$ cat src/sv/rgbads_ram.sv
// Generic single-port-write, single-port-read RAM with a registered read.
module rgbads_ram #(
    parameter int WIDTH = 8,
    parameter int DEPTH = 16
) (
    input  logic                     i_clk,
    input  logic                     i_wr_en,
    input  logic [$clog2(DEPTH)-1:0] i_wr_addr,
    input  logic [WIDTH-1:0]         i_wr_data,
    input  logic                     i_rd_en,
    input  logic [$clog2(DEPTH)-1:0] i_rd_addr,
    output logic [WIDTH-1:0]         o_rd_data
);

    logic [WIDTH-1:0] r_mem [DEPTH];
    logic [WIDTH-1:0] r_rd_data;

    always_ff @(posedge i_clk) begin
        if (i_wr_en) begin
            r_mem[i_wr_addr] <= i_wr_data;
        end
        if (i_rd_en) begin
            r_rd_data <= r_mem[i_rd_addr];
        end
    end

    assign o_rd_data = r_rd_data;

endmodule

$ cat config.mk
export PLATFORM = sky130hd
export DESIGN_NAME = rgbads_ram
export DESIGN_NICKNAME = d
export VERILOG_FILES = /design/src/sv/rgbads_ram.sv
export SDC_FILE = /design/constraint.sdc
export NUM_CORES = 1
export LEC_CHECK = 0
export ABC_CLOCK_PERIOD_IN_PS = 2150
export BUFFER_PORTS_ARGS = -buffer_cell sky130_fd_sc_hd__buf_2
export CAP_MARGIN = 20
export CORE_UTILIZATION = 54
export CTS_CLUSTER_DIAMETER = 30
export DETAILED_ROUTE_END_ITERATION = 8
export GPL_ROUTABILITY_DRIVEN = 0
export HOLD_SLACK_MARGIN = 0.1
export PLACE_DENSITY = 0.84
export SYNTH_ARGS = -nofsm -noshare
export SYNTH_HDL_FRONTEND = slang
export SYNTH_SLANG_ARGS = --single-unit
$ cat constraint.sdc
create_clock -name i_clk -period 2.15 [get_ports i_clk]
set_input_delay 0.645 -clock i_clk [delete_from_list [all_inputs] [get_ports i_clk]]
set_output_delay 0.645 -clock i_clk [all_outputs]
set_load 0.05 [all_outputs]
==> impl_metrics.tcl, run 1 <==
set metrics [dict create \
    arrival_ps 1120 \
    max_slew_margin 0.768 \
    finalHoldViolCount 0 \
    area_growth_pct 19.2 \
    first_global_vias 2618 \
    critical-path-top-delay-family "flip-flops" \
    fmax_mhz 568 \
    vias 2610 \
    synth_nets 248 \
    syn_area_um2 5230 \
    power_frac_comb 0.054 \
    finalPower_mw 6.14 \
    vias_per_cell 6.07 \
    reg2reg_slack_ps 610 \
    cts_made_buffers 17 \
    skew_ps 8.09 \
    cp-start-kind "register" \
    synth_area_leader_cell "edfxtp_1" \
    core_area_um2 9330 \
    finalSetupViolCount 0 \
    maxCapViolCount 0 \
    fin_crit_sh 0.819 \
    grt_usage 0.233 \
    switching_power_mw 1.35 \
    p_int_mw 4.79 \
    dp.cells 398 \
    design.die.area_um2 10100 \
    drt_pass1_iterations 5 \
    p_leak_nw 2.13 \
    remaining_drc_errors 0 \
    hp-class "input port to register" \
    dr.first_iter.drc_count 160 \
    pwr-share-seq 0.489 \
    cp_data_required_time_ps 1500 \
    cts_setup_buffers 0 \
    cts.sink_count 136 \
    slew_violations 0 \
    cts_tree "yes" \
    htree_levels 4 \
    nets 307 \
    final_cell_mix "edfxtp_1, buf_2, buf_4" \
    clockBufferDepth 2 \
    crit_type "register to primary output" \
    num_antenna_cells 0 \
    pwr-share-clk 0.457 \
    dr.max_layer_used "met4" \
    grt-ovfl-total 0 \
    sw_frac_of_total 0.220 \
    cp_slowest_cell "edfxtp_1" \
    ir_worst_vdd_v 0.000532 \
    tightest_slew_ps 348 \
    postCtsResizedCells 0 \
    finish.utilization 0.668 \
    crit_fanout 1 \
    path_clk_slew_ps 60 \
    fillCellCount 574 \
    antenna_found_initial 0 \
    post_drt_wl_per_cell_um 24.3 \
    port_buffers 26 \
    yosys_warnings 0 \
    ant_nets 0 \
    pin_count 27 \
    finalWirelength_um 10500 \
    wl_met2_um 5280 \
    fp.dieH_um 100 \
    crit_path_max_incr_delay_ps 370 \
    wl_met3_um 803 \
    yosysUniqueCellTypes 18 \
    synth_top_area_share 0.781 \
    rows 35 \
    root_buffer "clkbuf_8" \
    final_cells 430 \
    synthTopCellsByArea "edfxtp_1, mux4_2, mux4_1" \
    min_period_ps 1760 \
    clkLatencyLatePin_ps 520 \
    endpoint_kind "primary output" \
    synth-seq-cells 136 \
    grt_first_pass_wirelength_um 15800 \
    wl_met1_um 4250 \
    status "complete, no violations" \
    hpwl_um 6290 \
    holdBufCountCts 0 \
    drive_above_1_share 0.336 \
    syn_inst 229 \
    post_synth.cell_area_avg_um2 22.8 \
    synth_sequential_area_ratio 0.781 \
    die_x_um 100 \
    power.density_nw_per_um2 985 \
    start_util 0.560 \
    rsz0062_at_grt "false" \
    grt_max_degree 33 \
    layout_commonest_cell "edfxtp_1" \
    worst-path-buf-inv 1 \
    cp_cell_sequence "buf_2" \
]
==> cell type report <==
class / instances / area [µm²] / share of cell area
Multi-Input combinational cell: 83 / 1060 / 0.170
Clock buffer: 17 / 414 / 0.0664
Sequential cell: 136 / 4080 / 0.655
Timing Repair Buffer: 50 / 348 / 0.0558
Clock inverter: 15 / 169 / 0.0271
Tap cell: 129 / 161 / 0.0259
==> power by group through the flow <==
stage | sequential [mW] | clock (mW) | combinational (mW)
after floorplan | 3.10 | 0 | 0.151
after global placement | 3.05 | 0 | 0.319
after detailed placement | 3.06 | 0 | 0.330
after CTS | 3.00 | 2.84 | 0.334
after global routing | 3.01 | 2.96 | 0.355
final | 3.00 | 2.81 | 0.332
==> per-stage QoR <==
step	setup slack, ps	area [µm²]	setup TNS (ps)	hold WS [ps]
after global placement	-73.3	5650	-227	724
after floorplan	12.1	5230	0	705
after global routing	328	6230	0	455
final	390	6230	0	479
after CTS	352	6230	0	462
after detailed placement	-101	5650	-378	730
==> synthesized netlist by cell type <==
| cell type | number |
|---|---|
| clkdlybuf4s25_2 | 3 |
| a22oi_1 | 16 |
| nor2_1 | 13 |
| nand2b_1 | 2 |
| and2b_1 | 1 |
| nor3_1 | 4 |
| edfxtp_1 | 136 |
| nand3_1 | 1 |
| and2_1 | 1 |
| buf_2 | 3 |
| or3b_2 | 1 |
| mux4_2 | 18 |
| buf_4 | 1 |
| nand3b_1 | 2 |
| nand2_1 | 9 |
| mux4_1 | 14 |
| buf_6 | 3 |
| nor2b_1 | 1 |
==> metal layers <==
metal | vias up | GRT usage
met5 | - | 0
met4 | 0 | 0.0870
met3 | 11 | 0.0787
met2 | 147 | 0.362
met1 | 1354 | 0.309
li1 | 1098 | -
==> kinds of logic (layout without fill, tap and decap cells) <==
kind of cell	count (synthesis)	count (layout)	synth area share
buffers and inverters	10	82	0.0165
AND/OR/NAND/NOR	35	35	0.0314
flip-flops	136	136	0.781
AO/OA/AOI/OAI	16	16	0.0230
multiplexers	32	32	0.148
==> state kept, by name, indices dropped and copies added, names as in the netlist <==
name and cells:
r_mem 128, o_rd_data 8
==> final timing paths <==
check / to / cells past startpoint / startpoint
worst max register to register: o_rd_data[5]$_DFFE_PP_ / 3 / r_mem[8][5]$_DFFE_PP_
worst min-delay path: o_rd_data[5]$_DFFE_PP_ / 1 / i_rd_en
worst min register to register: o_rd_data[1]$_DFFE_PP_ / 3 / r_mem[14][1]$_DFFE_PP_
worst max-delay path: o_rd_data[7] / 1 / o_rd_data[7]$_DFFE_PP_
Power figures use the tool's default switching activity.
==> inputs of run 2 (changes only) <==
--- a/config.mk
+++ b/config.mk
@@ -5,7 +5,7 @@
 export SDC_FILE = /design/constraint.sdc
 export NUM_CORES = 1
 export LEC_CHECK = 0
-export ABC_CLOCK_PERIOD_IN_PS = 2150
+export ABC_CLOCK_PERIOD_IN_PS = 1560
 export BUFFER_PORTS_ARGS = -buffer_cell sky130_fd_sc_hd__buf_2
 export CAP_MARGIN = 20
 export CORE_UTILIZATION = 54
==> constraint.sdc (replaced) <==
create_clock -name i_clk -period 1.56 [get_ports i_clk]
set_input_delay 0.468 -clock i_clk [delete_from_list [all_inputs] [get_ports i_clk]]
set_output_delay 0.468 -clock i_clk [all_outputs]
set_load 0.05 [all_outputs]
==> impl_metrics.tcl, run 2 (synthesis results as in run 1) <==
set metrics [dict create \
    path_clk_slew_ps 60 \
    clockBufferDepth 2 \
    power_frac_comb 0.060 \
    largest-register "r_mem" \
    layout_commonest_cell "edfxtp_1" \
    hpwl_um 6470 \
    p_leak_nw 2.12 \
    drt_pass1_iterations 4 \
    finalPower_mw 8.51 \
    max_slew_margin 0.537 \
    tightest_slew_ps 693 \
    cts.sink_count 136 \
    vias 2614 \
    design.die.area_um2 10100 \
    first_global_vias 2664 \
    nets 310 \
    largest_reg_flops 128 \
    endpoint_kind "primary output" \
    fp.dieH_um 100 \
    worst-path-buf-inv 1 \
    crit_fanout 1 \
    arrival_ps 1110 \
    port_buffers 26 \
    core_area_um2 9330 \
    p_int_mw 6.74 \
    grt_usage 0.239 \
    cp_cell_sequence "buf_6" \
    fmax_mhz 632 \
    finalWirelength_um 10700 \
    crit_path_max_incr_delay_ps 420 \
    pwr-share-seq 0.488 \
    ant_nets 0 \
    maxCapViolCount 0 \
    cp_data_required_time_ps 1090 \
    cts_made_buffers 17 \
    power.density_nw_per_um2 1340 \
    antenna_found_initial 0 \
    dpl_worst_slack_ps -435 \
    min_period_ps 1580 \
    crit_type "register to primary output" \
    slew_violations 0 \
    timing.final.ws_setup_ps -22.1 \
    rows 35 \
    pwr-share-clk 0.453 \
    final_cells 433 \
    status "finished with violations" \
    dp.cells 401 \
    die_x_um 100 \
    start_util 0.560 \
    hp-class "input port to register" \
    dr.first_iter.drc_count 196 \
    skew_ps 7.08 \
    switching_power_mw 1.76 \
    cp_slowest_cell "edfxtp_1" \
    finalSetupViolCount 3 \
    sw_frac_of_total 0.207 \
    remaining_drc_errors 0 \
    htree_levels 4 \
    area_growth_pct 21.6 \
    grt_max_degree 17 \
    vias_per_cell 6.04 \
    pin_count 27 \
    cp-start-kind "register" \
    fin_crit_sh 1.01 \
    drive_above_1_share 0.408 \
    cts_setup_buffers 0 \
    holdWs_ps 324 \
    grt-ovfl-total 0 \
    violations "negative setup slack" \
    post_drt_wl_per_cell_um 24.6 \
    cts_tree "yes" \
    critical-path-top-delay-family "flip-flops" \
    root_buffer "clkbuf_8" \
    clkLatencyLatePin_ps 520 \
    grt_first_pass_wirelength_um 16100 \
    finalHoldViolCount 0 \
    num_antenna_cells 0 \
    final_cell_mix "edfxtp_1, mux4_2, buf_4" \
    ir_worst_vdd_v 0.000885 \
    rsz0062_at_grt "true" \
]
==> run 2: metrics by stage <==
step / TNS (ps) / util / cell area (µm²)
6_report: -37.6 / 0.681 / 6360
5_1_grt: -257 / 0.681 / 6360
4_1_cts: -92.0 / 0.681 / 6350
3_5_place_dp: -7510 / 0.614 / 5720
3_3_place_gp: -5180 / 0.614 / 5720
2_1_floorplan: -944 / - / 5250
==> run 2: layout make-up <==
type / instances / area (µm²)
Clock buffer: 18 / 418
Tap cell: 129 / 161
Fill cell: 565 / 2970
Clock inverter: 14 / 158
Sequential cell: 136 / 4080
Multi-Input combinational cell: 83 / 1050
Timing Repair Buffer: 53 / 483
==> run 2: power groups by stage <==
stage | clock network (mW) | logic [mW] | registers (mW)
3_3_place_gp | 0 | 0.465 | 4.21
4_1_cts | 3.89 | 0.511 | 4.15
3_5_place_dp | 0 | 0.481 | 4.22
5_1_grt | 4.07 | 0.537 | 4.15
6_report | 3.85 | 0.507 | 4.15
2_1_floorplan | 0 | 0.230 | 4.27
==> run 2: repair_timing <==
item                                    in CTS  in global routing
hold buffers                                 0                  0
resized for setup                           17                  1
endpoints found under the setup margin       9                  9
==> run 2: worst reg2reg max path, cell delays in order, from the launching register on <==
cell and delay [ps]:
edfxtp_1 390, mux4_2 530, a22oi_2 230, nand2_2 110
==> run 2: worst paths after layout <==
kind	start	endpoint	slack [ps]	cells past startpoint
min	i_rd_en	o_rd_data[1]$_DFFE_PP_	320	1
max	o_rd_data[0]$_DFFE_PP_	o_rd_data[0]	-20	1
min reg2reg	r_mem[10][5]$_DFFE_PP_	o_rd_data[5]$_DFFE_PP_	770	3
max reg2reg	r_mem[3][6]$_DFFE_PP_	o_rd_data[6]$_DFFE_PP_	40	3
==> run 2: layer usage <==
layer / up-vias / GRT usage / routed length, µm
li1: 1100 / - / -
met1: 1376 / 0.312 / 4200
met2: 121 / 0.383 / 5540
met3: 17 / 0.0648 / 691
met4: 0 / 0.104 / 241
met5: - / 0 / 0
